--- config.mk ---
export PLATFORM = sky130hd
export DESIGN_NAME = pmx_crossover_core
export DESIGN_NICKNAME = d
export VERILOG_FILES = /design/src/pmx_pkg.sv /design/src/pmx_ram.sv /design/src/pmx_chain.sv /design/src/pmx_datapath.sv /design/src/pmx_ctrl.sv /design/src/pmx_crossover_core.sv
export SDC_FILE = /design/constraint.sdc
export NUM_CORES = 2
export LEC_CHECK = 0
export BUFFER_PORTS_ARGS = -buffer_cell sky130_fd_sc_hd__buf_4
export CORE_ASPECT_RATIO = 0.9
export CORE_MARGIN = 5
export CORE_UTILIZATION = 40
export DETAILED_ROUTE_END_ITERATION = 16
export MAX_ROUTING_LAYER = met4
export PLACE_DENSITY = 0.54
export SYNTH_ARGS = -nofsm -noshare
export SYNTH_HDL_FRONTEND = slang
export SYNTH_SLANG_ARGS = --single-unit
--- constraint.sdc ---
create_clock -name clk_i -period 11.5 [get_ports clk_i]
set_input_delay 2.875 -clock clk_i [delete_from_list [all_inputs] [get_ports clk_i]]
set_output_delay 2.875 -clock clk_i [all_outputs]
set_load 0.05 [all_outputs]
--- src/pmx_pkg.sv ---
package pmx_pkg;

  localparam int CITY_W     = 6;
  localparam int CITY_SPACE = 64;
  localparam int LEN_W      = 7;
  localparam logic [LEN_W-1:0] LEN_RESET = 7'd64;

  localparam int IN_DATA_W  = 32;
  localparam int OUT_DATA_W = 24;

  typedef enum logic [2:0] {
    ST_IDLE,
    ST_BUILD,
    ST_EMIT_RD,
    ST_EMIT_START,
    ST_WALK
  } state_e;

  localparam logic CMD_LOAD = 1'b0;
  localparam logic CMD_RUN  = 1'b1;

  typedef struct packed {
    logic              load_we;
    logic              run_start;
    logic              build_rd;
    logic              chain_start;
    logic              capture;
    logic [CITY_W-1:0] addr;
  } ctrl_cmd_t;

  typedef struct packed {
    logic              n_zero;
    logic              seg_empty;
    logic [CITY_W-1:0] norm_left;
    logic              build_last;
    logic              emit_last;
    logic              walk_done;
    logic              out_free;
  } dp_status_t;

endpackage

--- src/pmx_ram.sv ---
module pmx_ram #(
  parameter int WIDTH = 6,
  parameter int DEPTH = 64
) (
  input  logic                     clk_i,
  input  logic                     we_i,
  input  logic [$clog2(DEPTH)-1:0] waddr_i,
  input  logic [WIDTH-1:0]         wdata_i,
  input  logic [$clog2(DEPTH)-1:0] raddr_i,
  output logic [WIDTH-1:0]         rdata_o
);

  logic [WIDTH-1:0] mem_q [DEPTH];
  logic [WIDTH-1:0] rdata_q;

  always_ff @(posedge clk_i) begin
    if (we_i) begin
      mem_q[waddr_i] <= wdata_i;
    end
    rdata_q <= mem_q[raddr_i];
  end

  assign rdata_o = rdata_q;

endmodule

--- src/pmx_chain.sv ---
module pmx_chain (
  input  logic                      clk_i,
  input  logic                      rst_ni,
  input  logic                      clr_i,
  input  logic                      wr_en_i,
  input  logic [pmx_pkg::CITY_W-1:0] wr_key_i,
  input  logic [pmx_pkg::CITY_W-1:0] wr_val_i,
  input  logic                      start_i,
  input  logic                      bypass_i,
  input  logic [pmx_pkg::CITY_W-1:0] start_val_i,
  input  logic [pmx_pkg::LEN_W-1:0]  limit_i,
  output logic                      busy_o,
  output logic [pmx_pkg::CITY_W-1:0] val_o,
  output logic                      fault_o
);
  import pmx_pkg::*;

  logic [CITY_SPACE-1:0] vld_q, vld_d;
  logic [CITY_W-1:0]     v_q, v_d;
  logic [LEN_W-1:0]      steps_q, steps_d;
  logic                  busy_q, busy_d;
  logic                  take_q, take_d;
  logic                  fault_q, fault_d;
  logic [CITY_W-1:0]     map_rdata;
  logic [CITY_W-1:0]     cur;
  logic [LEN_W-1:0]      step_cnt;
  logic                  active;

  pmx_ram #(
    .WIDTH(CITY_W),
    .DEPTH(CITY_SPACE)
  ) u_map (
    .clk_i  (clk_i),
    .we_i   (wr_en_i),
    .waddr_i(wr_key_i),
    .wdata_i(wr_val_i),
    .raddr_i(cur),
    .rdata_o(map_rdata)
  );

  always_comb begin
    vld_d = vld_q;
    if (clr_i) begin
      vld_d = '0;
    end else if (wr_en_i) begin
      vld_d[wr_key_i] = 1'b1;
    end
  end

  always_comb begin
    if (start_i) begin
      cur = start_val_i;
    end else if (take_q) begin
      cur = map_rdata;
    end else begin
      cur = v_q;
    end
    step_cnt = start_i ? '0 : steps_q;
    active   = (start_i && !bypass_i) || busy_q;

    v_d     = v_q;
    steps_d = steps_q;
    busy_d  = busy_q;
    take_d  = 1'b0;
    fault_d = fault_q;
    if (start_i && bypass_i) begin
      v_d     = start_val_i;
      busy_d  = 1'b0;
      fault_d = 1'b0;
    end else if (active) begin
      v_d = cur;
      if ((step_cnt < limit_i) && vld_q[cur]) begin
        steps_d = step_cnt + 7'd1;
        busy_d  = 1'b1;
        take_d  = 1'b1;
      end else begin
        busy_d  = 1'b0;
        fault_d = vld_q[cur];
      end
    end
  end

  always_ff @(posedge clk_i or negedge rst_ni) begin
    if (!rst_ni) begin
      vld_q  <= '0;
      busy_q <= 1'b0;
      take_q <= 1'b0;
    end else begin
      vld_q  <= vld_d;
      busy_q <= busy_d;
      take_q <= take_d;
    end
  end

  always_ff @(posedge clk_i) begin
    v_q     <= v_d;
    steps_q <= steps_d;
    fault_q <= fault_d;
  end

  assign busy_o  = busy_q;
  assign val_o   = v_q;
  assign fault_o = fault_q;

endmodule

--- src/pmx_datapath.sv ---
module pmx_datapath #(
  parameter int MAX_CITIES = 64
) (
  input  logic                          clk_i,
  input  logic                          rst_ni,
  input  logic [pmx_pkg::IN_DATA_W-1:0]  s_tdata_i,
  input  logic                          cfg_valid_i,
  input  logic [pmx_pkg::LEN_W-1:0]      cfg_data_i,
  input  pmx_pkg::ctrl_cmd_t            cmd_i,
  output pmx_pkg::dp_status_t           status_o,
  input  logic                          m_tready_i,
  output logic                          m_tvalid_o,
  output logic [pmx_pkg::OUT_DATA_W-1:0] m_tdata_o,
  output logic                          m_tuser_o,
  output logic                          m_tlast_o
);
  import pmx_pkg::*;

  localparam int AW = $clog2(MAX_CITIES);
  localparam logic [LEN_W-1:0] MAX_LEN = LEN_W'(MAX_CITIES);

  logic [CITY_W-1:0] position, father_city, mother_city, cut_a, cut_b;
  logic [LEN_W-1:0]  tour_len_q;
  logic [LEN_W-1:0]  n_len, nm1, l, r, t;
  logic [CITY_W-1:0] left_q, right_q;
  logic [LEN_W-1:0]  n_q;
  logic              map_we_q;
  logic              store_we;
  logic [CITY_W-1:0] f_rdata, m_rdata;
  logic              in_seg;
  logic              emit_last;
  logic              busy_one, busy_two;
  logic              fault_one, fault_two;
  logic [CITY_W-1:0] val_one, val_two;
  logic              out_valid_q;
  logic [CITY_W-1:0] out_pos_q, out_c1_q, out_c2_q;
  logic              out_fault_q, out_last_q;

  assign position    = s_tdata_i[5:0];
  assign father_city = s_tdata_i[11:6];
  assign mother_city = s_tdata_i[17:12];
  assign cut_a       = s_tdata_i[23:18];
  assign cut_b       = s_tdata_i[29:24];

  always_ff @(posedge clk_i or negedge rst_ni) begin
    if (!rst_ni) begin
      tour_len_q <= LEN_RESET;
    end else if (cfg_valid_i) begin
      tour_len_q <= cfg_data_i;
    end
  end

  // cut point normalisation
  always_comb begin
    n_len = (tour_len_q > MAX_LEN) ? MAX_LEN : tour_len_q;
    nm1   = n_len - 7'd1;
    l     = {1'b0, cut_a};
    r     = {1'b0, cut_b};
    if (l > nm1) begin
      l = nm1;
    end
    if (r > nm1) begin
      r = nm1;
    end
    if (l == r) begin
      if ((l + 7'd1) < n_len) begin
        r = l + 7'd1;
      end else begin
        l = l - 7'd1;
      end
    end
    if (l > r) begin
      t = l;
      l = r;
      r = t;
    end else begin
      t = r;
    end
    if (n_len == 7'd1) begin
      l = '0;
      r = '0;
    end
  end

  always_ff @(posedge clk_i) begin
    if (cmd_i.run_start) begin
      left_q  <= l[CITY_W-1:0];
      right_q <= r[CITY_W-1:0];
      n_q     <= n_len;
    end
  end

  assign store_we = cmd_i.load_we && ({1'b0, position} < MAX_LEN);

  pmx_ram #(
    .WIDTH(CITY_W),
    .DEPTH(MAX_CITIES)
  ) u_father (
    .clk_i  (clk_i),
    .we_i   (store_we),
    .waddr_i(position[AW-1:0]),
    .wdata_i(father_city),
    .raddr_i(cmd_i.addr[AW-1:0]),
    .rdata_o(f_rdata)
  );

  pmx_ram #(
    .WIDTH(CITY_W),
    .DEPTH(MAX_CITIES)
  ) u_mother (
    .clk_i  (clk_i),
    .we_i   (store_we),
    .waddr_i(position[AW-1:0]),
    .wdata_i(mother_city),
    .raddr_i(cmd_i.addr[AW-1:0]),
    .rdata_o(m_rdata)
  );

  always_ff @(posedge clk_i or negedge rst_ni) begin
    if (!rst_ni) begin
      map_we_q <= 1'b0;
    end else begin
      map_we_q <= cmd_i.build_rd;
    end
  end

  assign in_seg    = (cmd_i.addr >= left_q) && (cmd_i.addr < right_q);
  assign emit_last = (({1'b0, cmd_i.addr} + 7'd1) == n_q);

  // child one: mother -> father map; child two: father -> mother map
  pmx_chain u_chain_one (
    .clk_i      (clk_i),
    .rst_ni     (rst_ni),
    .clr_i      (cmd_i.run_start),
    .wr_en_i    (map_we_q),
    .wr_key_i   (m_rdata),
    .wr_val_i   (f_rdata),
    .start_i    (cmd_i.chain_start),
    .bypass_i   (in_seg),
    .start_val_i(in_seg ? m_rdata : f_rdata),
    .limit_i    (n_q),
    .busy_o     (busy_one),
    .val_o      (val_one),
    .fault_o    (fault_one)
  );

  pmx_chain u_chain_two (
    .clk_i      (clk_i),
    .rst_ni     (rst_ni),
    .clr_i      (cmd_i.run_start),
    .wr_en_i    (map_we_q),
    .wr_key_i   (f_rdata),
    .wr_val_i   (m_rdata),
    .start_i    (cmd_i.chain_start),
    .bypass_i   (in_seg),
    .start_val_i(in_seg ? f_rdata : m_rdata),
    .limit_i    (n_q),
    .busy_o     (busy_two),
    .val_o      (val_two),
    .fault_o    (fault_two)
  );

  always_ff @(posedge clk_i or negedge rst_ni) begin
    if (!rst_ni) begin
      out_valid_q <= 1'b0;
    end else if (cmd_i.capture) begin
      out_valid_q <= 1'b1;
    end else if (m_tready_i) begin
      out_valid_q <= 1'b0;
    end
  end

  always_ff @(posedge clk_i) begin
    if (cmd_i.capture) begin
      out_pos_q   <= cmd_i.addr;
      out_c1_q    <= val_one;
      out_c2_q    <= val_two;
      out_fault_q <= fault_one | fault_two;
      out_last_q  <= emit_last;
    end
  end

  assign status_o.n_zero     = (n_len == '0);
  assign status_o.seg_empty  = (l == r);
  assign status_o.norm_left  = l[CITY_W-1:0];
  assign status_o.build_last = (({1'b0, cmd_i.addr} + 7'd1) == {1'b0, right_q});
  assign status_o.emit_last  = emit_last;
  assign status_o.walk_done  = !busy_one && !busy_two;
  assign status_o.out_free   = !out_valid_q || m_tready_i;

  assign m_tvalid_o = out_valid_q;
  assign m_tdata_o  = {6'd0, out_c2_q, out_c1_q, out_pos_q};
  assign m_tuser_o  = out_fault_q;
  assign m_tlast_o  = out_last_q;

endmodule

--- src/pmx_ctrl.sv ---
module pmx_ctrl (
  input  logic                clk_i,
  input  logic                rst_ni,
  input  logic                s_tvalid_i,
  input  logic                s_cmd_i,
  output logic                s_tready_o,
  input  pmx_pkg::dp_status_t status_i,
  output pmx_pkg::ctrl_cmd_t  cmd_o
);
  import pmx_pkg::*;

  state_e            state_q, state_d;
  logic [CITY_W-1:0] idx_q, idx_d;
  logic              accept;
  logic              run_go;

  assign accept = (state_q == ST_IDLE) && s_tvalid_i;
  assign run_go = accept && (s_cmd_i == CMD_RUN) && !status_i.n_zero;

  always_comb begin
    state_d = state_q;
    idx_d   = idx_q;
    unique case (state_q)
      ST_IDLE: begin
        if (run_go) begin
          if (status_i.seg_empty) begin
            state_d = ST_EMIT_RD;
            idx_d   = '0;
          end else begin
            state_d = ST_BUILD;
            idx_d   = status_i.norm_left;
          end
        end
      end
      ST_BUILD: begin
        if (status_i.build_last) begin
          state_d = ST_EMIT_RD;
          idx_d   = '0;
        end else begin
          idx_d = idx_q + 6'd1;
        end
      end
      ST_EMIT_RD: begin
        state_d = ST_EMIT_START;
      end
      ST_EMIT_START: begin
        state_d = ST_WALK;
      end
      ST_WALK: begin
        if (status_i.walk_done && status_i.out_free) begin
          if (status_i.emit_last) begin
            state_d = ST_IDLE;
          end else begin
            state_d = ST_EMIT_RD;
            idx_d   = idx_q + 6'd1;
          end
        end
      end
      default: begin
        state_d = ST_IDLE;
      end
    endcase
  end

  always_comb begin
    s_tready_o        = (state_q == ST_IDLE);
    cmd_o.load_we     = accept && (s_cmd_i == CMD_LOAD);
    cmd_o.run_start   = run_go;
    cmd_o.build_rd    = (state_q == ST_BUILD);
    cmd_o.chain_start = (state_q == ST_EMIT_START);
    cmd_o.capture     = (state_q == ST_WALK) && status_i.walk_done && status_i.out_free;
    cmd_o.addr        = idx_q;
  end

  always_ff @(posedge clk_i or negedge rst_ni) begin
    if (!rst_ni) begin
      state_q <= ST_IDLE;
      idx_q   <= '0;
    end else begin
      state_q <= state_d;
      idx_q   <= idx_d;
    end
  end

endmodule

--- src/pmx_crossover_core.sv ---
// Partially mapped crossover of two tours. A load transfer (tuser 0) writes one father and
// one mother city at a position. A run transfer (tuser 1) normalises the cut points in its
// accept cycle, then steps through the segment positions building the two value maps, and
// then for each tour position reads both parents, starts the two map chains and walks them
// (the longer of the two chains, at most tour_length steps capped at MAX_CITIES), one step
// at a time through the single registered read port of each map memory. One result transfer
// is emitted per position; a stalled output holds the walk of the next position back. Input
// is refused while a run is in progress.
module pmx_crossover_core #(
  parameter int MAX_CITIES = 64
) (
  input  logic        clk_i,
  input  logic        rst_ni,
  input  logic        s_axis_tvalid_i,
  output logic        s_axis_tready_o,
  // position, father_city, mother_city, cut_a, cut_b, zero fill
  input  logic [31:0] s_axis_tdata_i,
  // cmd
  input  logic        s_axis_tuser_i,
  output logic        m_axis_tvalid_o,
  input  logic        m_axis_tready_i,
  // out_position, child_one_city, child_two_city, zero fill
  output logic [23:0] m_axis_tdata_o,
  // chain_fault
  output logic        m_axis_tuser_o,
  output logic        m_axis_tlast_o,
  input  logic        cfg_valid_i,
  output logic        cfg_ready_o,
  input  logic [6:0]  cfg_data_i
);
  import pmx_pkg::*;

  ctrl_cmd_t  cmd;
  dp_status_t status;

  assign cfg_ready_o = 1'b1;

  pmx_ctrl u_ctrl (
    .clk_i     (clk_i),
    .rst_ni    (rst_ni),
    .s_tvalid_i(s_axis_tvalid_i),
    .s_cmd_i   (s_axis_tuser_i),
    .s_tready_o(s_axis_tready_o),
    .status_i  (status),
    .cmd_o     (cmd)
  );

  pmx_datapath #(
    .MAX_CITIES(MAX_CITIES)
  ) u_datapath (
    .clk_i      (clk_i),
    .rst_ni     (rst_ni),
    .s_tdata_i  (s_axis_tdata_i),
    .cfg_valid_i(cfg_valid_i),
    .cfg_data_i (cfg_data_i),
    .cmd_i      (cmd),
    .status_o   (status),
    .m_tready_i (m_axis_tready_i),
    .m_tvalid_o (m_axis_tvalid_o),
    .m_tdata_o  (m_axis_tdata_o),
    .m_tuser_o  (m_axis_tuser_o),
    .m_tlast_o  (m_axis_tlast_o)
  );

endmodule

# --- Word-level counts from Yosys, hierarchy flattened ---
# Memories as Yosys holds them, arrays and structs flattened. A register that Yosys moved wholly into a read port is not among the register bits.
# Cells that the tools add are included.
# W data, S select, Z words.
word_totals:
  register_bits: 217
  in_bits: 45
  output_inout_bits: 29
  mem_count: 4
  elab_cells: 170
  ramBits: 1536
classes:
  reduce_logical: 36
  magnitude_cmp: 15
  add_sub_neg: 7
  eq_ne: 13
  muxes: 63
  bitwise: 7
memory_table:
  columns: ["name", "words", "width", "read_ports", "rd_ports_with_merged_regs", "wr", "line", "rtl"]
  rows:
  - ["u_datapath.u_chain_one.u_map.mem_q", 64, 6, 1, 1, 1, "pmx_ram.sv:13", "logic [WIDTH-1:0] mem_q [DEPTH];"]
  - ["u_datapath.u_chain_two.u_map.mem_q", 64, 6, 1, 1, 1, "pmx_ram.sv:13", null]
  - ["u_datapath.u_father.mem_q", 64, 6, 1, 1, 1, "pmx_ram.sv:13", null]
  - ["u_datapath.u_mother.mem_q", 64, 6, 1, 1, 1, "pmx_ram.sv:13", null]
ops:
  columns: ["cell", "count"]
  rows:
  - ["$mux W64", 4]
  - ["$or A64 B64 Y64", 2]
  - ["$mux W7", 13]
  - ["$mux W6", 15]
  - ["$lt A6 B7 Y1 const B", 4]
  - ["$add A7 B1 Y7 const B", 3]
  - ["$eq A7 B7 Y1", 3]
  - ["$lt A7 B7 Y1", 3]
  - ["$mux W1", 20]
  - ["$pmux W6 S3", 1]
  - ["$logic_and A1 B1 Y1", 15]
  - ["$pmux W3 S5", 1]
  - ["$gt A6 B7 Y1", 2]
  - ["$sub A7 B1 Y7 const B", 2]
  - ["$bmux W1 S6", 2]
  - ["$demux W1 S6", 2]
  - ["$ge A6 B1 Y1 const B", 2]
  - ["$mux W3", 3]
  - ["$reduce_and A3 Y1", 3]
  - ["$reduce_bool A2 Y1", 4]
  - ["$add A6 B1 Y7 const B", 1]
  - ["$eq A7 B1 Y1 const B", 1]
  - ["$eq A7 B6 Y1", 1]
  - ["$gt A7 B7 Y1", 1]
  - ["19 further kinds", 33]

# --- Depth between registers and ports, before layout ---
logic_depth:
  word_depth: 16
  mapped_depth: 38
  ltp_nobuf: 34

# --- Modules after synthesis ---
# Synthesis repeated with hierarchy kept, for this count alone.
unflattened:
  hier_cells: 4228
  area_unflattened_um2: 73745.7
by_module_without_submodules:
  columns: ["mod", "seq_area_each_um2", "cells_each", "n_inst", "area_per_inst_um2"]
  rows:
  - ["pmx_ram", 11651.2, 720, 4, 15225.9]
  - ["pmx_datapath", 1397.6, 430, 1, 4131.5]
  - ["pmx_chain (u_datapath.u_chain_one)", 2062.0, 437, 1, 4038.9]
  - ["pmx_chain (u_datapath.u_chain_two)", 2062.0, 402, 1, 3977.6]
  - ["pmx_ctrl", 225.2, 77, 1, 683.2]
  - ["pmx_crossover_core", 0.0, 2, 1, 11.3]

# --- Worst setup path before layout ---
# OpenSTA, ideal clock, no wires.
synth_timing:
  kind: "input-to-reg"
  startpoint: "in s_axis_tdata_i[23]"
  endpoint: "reg u_datapath.right_q[4], data pin"
  arrival_time_ns: 9.062
  stages: 30
  slack_ns: 2.179
  n_path_buf: 5
  setup_ns: 0.259
  required_time_ns: 11.241
  path_cell_list: "clkbuf_1 > nand4_1 > a41o_1 > a221oi_4 > a22oi_2 > nor2_2 > buf_2 > nor2_1 > a21oi_1 > ha_1 > nand3_1 > xor2_1 > ha_1 > a21o_1 > a21oi_1 > nand2_1 > o21ai_0 > clkbuf_1 > a21o_1 > nor4_2 > or2_2 > ha_1 > a21o_1 > a21o_1 > a221oi_1 > a41o_1 > clkbuf_1 > clkbuf_1 > nor3_1 > o31a_1"
synth_between:
  elab_chain_len: 9
  word_cells_on_any_way: 13
  classes_between: "2 x add/sub; 3 x order compare; 1 x eq/ne; 7 x mux"
synth_lines:
  columns: ["element", "line", "rtl"]
  rows:
  - ["start: declaration", "pmx_crossover_core.sv:17", "input logic [31:0] s_axis_tdata_i,"]
  - ["$gt A6 B7 Y1", "pmx_datapath.sv:59", "if (l > nm1) begin"]
  - ["$mux W7 (*)", "pmx_datapath.sv:59", null]
  - ["$add A7 B1 Y7", "pmx_datapath.sv:66, pmx_datapath.sv:67", null]
  - ["$lt A7 B7 Y1", "pmx_datapath.sv:66", "if ((l + 7'd1) < n_len) begin"]
  - ["$mux W7", "pmx_datapath.sv:66", null]
  - ["$mux W7", "pmx_datapath.sv:65", "if (l == r) begin"]
  - ["$gt A7 B7 Y1", "pmx_datapath.sv:72", "if (l > r) begin"]
  - ["$mux W7 (*)", "pmx_datapath.sv:72", null]
  - ["$mux W7 (*)", "pmx_datapath.sv:79", "if (n_len == 7'd1) begin"]
  - ["named net u_datapath.r[4]", "pmx_datapath.sv:24", "logic [LEN_W-1:0] n_len, nm1, l, r, t;"]
  - ["end signal: assignment", "pmx_datapath.sv:88", "right_q <= r[CITY_W-1:0];"]
  - ["end: declaration", "pmx_datapath.sv:25", "logic [CITY_W-1:0] left_q, right_q;"]
# The timed path passes the listed nets; every way through them passes the cells marked *.
# A chain may end at the register's enable or synchronous reset.

# --- Worst setup path in the final report ---
layout_timing:
  startpoint: "in s_axis_tdata_i[23]"
  endpoint: "reg u_ctrl.idx_q[0]"
layout_between:
  elab_chain_len: 13
  word_cells_on_any_way: 19
  classes_between: "2 x add/sub; 3 x order compare; 2 x eq/ne; 12 x mux"
layout_lines:
  columns: ["element", "line", "rtl"]
  rows:
  - ["$gt A6 B7 Y1", "pmx_datapath.sv:59", null]
  - ["$mux W7 (*)", "pmx_datapath.sv:59", null]
  - ["$add A7 B1 Y7", "pmx_datapath.sv:66, pmx_datapath.sv:67", null]
  - ["$lt A7 B7 Y1", "pmx_datapath.sv:66", null]
  - ["$mux W7", "pmx_datapath.sv:66", null]
  - ["$mux W7", "pmx_datapath.sv:65", null]
  - ["$gt A7 B7 Y1", "pmx_datapath.sv:72", null]
  - ["$mux W7", "pmx_datapath.sv:72", null]
  - ["$mux W7", "pmx_datapath.sv:79", null]
  - ["$eq A7 B7 Y1", "pmx_datapath.sv:184", "assign status_o.seg_empty = (l == r);"]
  - ["$mux W6 (*)", "pmx_ctrl.sv:26", "if (status_i.seg_empty) begin"]
  - ["$mux W6 (*)", "pmx_ctrl.sv:25", "if (run_go) begin"]
  - ["$pmux W6 S3 (*)", "pmx_ctrl.sv:23", "unique case (state_q)"]
  - ["end signal: assignment", "pmx_ctrl.sv:81", "idx_q <= idx_d;"]
  - ["end: declaration", "pmx_ctrl.sv:13", "logic [CITY_W-1:0] idx_q, idx_d;"]
# Every way passes the cells marked *; elsewhere a longest branch is shown, timed or not. The select of a mux whose other input is x is not followed.

==> summary.md <==
| Metric | Value |
|---|---|
| Clock tree buffer depth | 3 |
| Crit path required time | around 12 ns |
| Initial Util | 40.2% |
| FILL cells | 15800 |
| Fin area | 82000 µm² |
| Clock Skew | ~0.045 ns |
| Setup TNS Final | 0 ns |
| Largest net degree at the start of global routing | 100 |
| Cts bufs inserted | around 180 |
| Share of flip-flops with an asynchronous set or reset | 8.44% |
| CTS tree | built |
| DIE WIDTH | approximately 460 µm |
| Final hold violation count | 0 |
| Area leader, netlist | edfxtp_1 |
| R2R setup slack | 2.11 ns |
| Critical path buffer and inverter count | 2 |
| Antenna violations before repair | 16 |
| Via density | 5.53 |
| Syn Inst Count | 4452 |
| Commonest non-fill, non-tap cells in the layout | edfxtp_1, nor2_1, nand2_1, mux4_2, nand3_1 |
| Multi-input gate area | 19300 µm² |
| Sequential-to-total area share from yosys stat | 72.0% |
| Clock latency on the worst-skew pair | 0.82 ns |
| Core Rows | 148 |
| Die Area | 190000 µm² |
| Hold slack | 0.442 ns |
| Placed Area | 76100 µm² |
| Synth warnings | 0 |
| Post-synth EDFFs | 1601 |
| Vias | 39300 |
| Commonest non-fill, non-tap cell in the layout | edfxtp_1 |
| Status | finished, final reports clean |
| Worst-path clk slew | about 0.06 ns |
| Gr usage total | 19.1% |
| P per Cell Area | 252 nW/µm² |
| Drc violations | 0 |
| Endpoints failing setup | 0 |
| Post-DP HPWL | 105000 µm |
| Placer Congestion | 0.807 |
| Worst-margin pin slew | 1.24 ns |
| Root Buffer Master | clkbuf_16 |
| Main area contributors after synthesis | edfxtp_1, mux4_2, dfrtp_1 |
| Critical path startpoint category | input port |
| Normalized max-slew margin | 16.7% |
| Family with the most delay on the worst path | compound AO/OA/AOI/OAI gates |
| Setup CP Type | input port to flop |
| Fmax | between 100 and 150 MHz |
| Yosys cell types | 92 |
| Final worst path period share | 83.4% |
| Slowest-stage cell, CP | a41o_1 |
| Min cycle time layout | 9.59 ns |
| LEAKAGE | 27.4 nW |
| Min-Delay Path Class | flop to flop |
| First DRT Iteration DRCs | 3815 |
| Post-CTS Setup Bufs | 0 |
| Endpoint class of the critical path | flop |
| # nets final | between 4000 and 5000 |
| Port Buffers | 64 |
| Vias in the first global route | 39100 |
| Final ANT Viol Nets | 0 |
| Crit-path max FO | 17 |
| Global-route wire length before repair | 265000 µm |
| Drt first pass iters | 5 |
| Syn Std Cell Area | 72700 µm² |
| Worst Path Arrival | between 10 and 15 ns |
| Ys flop type | edfxtp_1 |
| I/O pin count | 74 |
| Resized cells post-CTS | 0 |
| Unrepaired setup endpoints after global routing | no |
| Wirelength, routed | approximately 180000 µm |
| Wire per inst | ~25 µm |
| Max Slew Vio Count | 0 |
| Cts hold-fix bufs | 0 |
| Worst VDD drop | 0.181 mV |
| Core ar. | 181000 µm² |
| Die Span Y | 414 µm |
| Max Cap Viol | 0 |
| Seq cells post-synth | 1777 |
| Crit-path max cell delay | 0.54 ns |
| Clock Sinks | 1777 |
| Register area | 52400 µm² |
| Overflow after GRT | 0 |
| Avg Cell Area, Syn | approximately 16 µm² |
| Area share of the largest cell type after synthesis | 66.1% |
| H-tree Lvls | 4 |
| Layout area overhead | 12.8% |
| Share of cells above drive strength 1 | 18.8% |
Yosys cell counts (6+ instances only):
cell	number
nor2_1	507
inv_1	47
nand3_1	199
ha_1	51
a22oi_1	9
o21ai_0	65
dfrtp_1	149
mux2_2	21
nor3_1	21
or2_2	6
a21o_1	6
clkbuf_1	182
nand2_1	492
mux2i_1	54
a311oi_1	32
a211oi_1	58
a311o_1	31
nand3b_1	11
nor2b_1	52
xnor2_1	20
and2_1	20
buf_4	8
o31ai_1	8
or3_1	13
dfxtp_1	26
mux4_2	360
o31a_1	9
buf_2	23
xor2_1	19
o211a_1	9
edfxtp_1	1601
nand2b_1	15
a21oi_1	68
a31oi_1	13
o211ai_1	15
buf_1	47
and3_1	56
nand4_1	18
layout make-up:
type	count	area share, %
Clock inverter	97	1.15
Clock buffer	242	6.02
Sequential cell	1777	63.9
Tap cell	2400	3.66
Multi-Input combinational cell	2368	23.5
Inverter	52	0.258
Antenna cell	3	0.00915
Timing Repair Buffer	163	1.51
routing by layer:
layer | global-route usage (%) | routed length [µm] | part of all wire, % | up-vias
li1 | - | - | - | 17400
met5 | - | 0 | 0 | -
met1 | 27.4 | 81000 | 45 | 20500
met4 | 4.10 | 3260 | 1.8 | 0
met3 | 3.87 | 11300 | 6.4 | 233
met2 | 28.4 | 82500 | 46 | 1118
stage by stage:
| step | power, W | util, % | worst slack (ns) | instances |
|---|---|---|---|---|
| after detailed placement | 0.0151 | 42.1 | 1.22 | 6760 |
| after CTS | 0.0209 | 45.4 | 2.05 | 7099 |
| final | 0.0207 | 45.4 | 1.91 | 7102 |
| after global placement | 0.0150 | 42.1 | 1.27 | 6760 |
| after global routing | 0.0217 | 45.4 | 1.34 | 7101 |
| after floorplan | 0.0126 | - | 2.18 | 4457 |
cell families (layout without fill, tap and decap cells):
kind of cell    count (synthesis)  in the layout  synth area share [%]
fa+ha+maj                      51             51                 0.878
compound gates                384            384                  3.85
flops                        1777           1777                  72.0
buf+inv                       312            554                  1.69
xor+xnor                       39             39                 0.470
simple gates                 1451           1451                  8.84
other cells                     2             10                0.0103
mux                           436            436                  12.3
final timing paths:
| check | cells after the start | endpoint | start |
|---|---|---|---|
| worst max-delay path | 30 | u_ctrl.idx_q[0] | s_axis_tdata_i[23] |
| worst min-delay path | 0 | u_datapath.out_c2_q[2] | u_datapath.u_chain_two.val_o[2] |
| worst max register to register | 34 | u_ctrl.idx_q[0] | u_datapath.tour_len_q[6] |
| worst min register to register | 0 | u_datapath.out_c2_q[2] | u_datapath.u_chain_two.val_o[2] |
| max in group asynchronous | 2 | u_ctrl.idx_q[2] | rst_ni |
| min in group asynchronous | 1 | u_datapath.u_chain_one.vld_q[39] | rst_ni |
flip-flops by register name, indices dropped and copies added (netlist names), 7 cells and up:
name / count
u_datapath.u_chain_two.vld_q: 64
u_datapath.u_chain_one.u_map.mem_q: 384
u_datapath.u_chain_one.vld_q: 64
u_datapath.n_q: 7
u_datapath.u_chain_two.steps_q: 7
u_datapath.u_chain_two.u_map.mem_q: 384
u_datapath.u_chain_one.steps_q: 7
u_datapath.tour_len_q: 7
u_datapath.u_father.mem_q: 384
u_datapath.u_mother.mem_q: 384
report_power, final:
part / internal (W) / switching (W) / total [W]
clock network: 0.00333 / 0.00250 / 0.00583
logic: 0.00240 / 0.00419 / 0.00659
registers: 0.00794 / 0.000342 / 0.00828
total: 0.0137 / 0.00703 / 0.0207
Note: power is estimated with default switching activity, not from simulation.
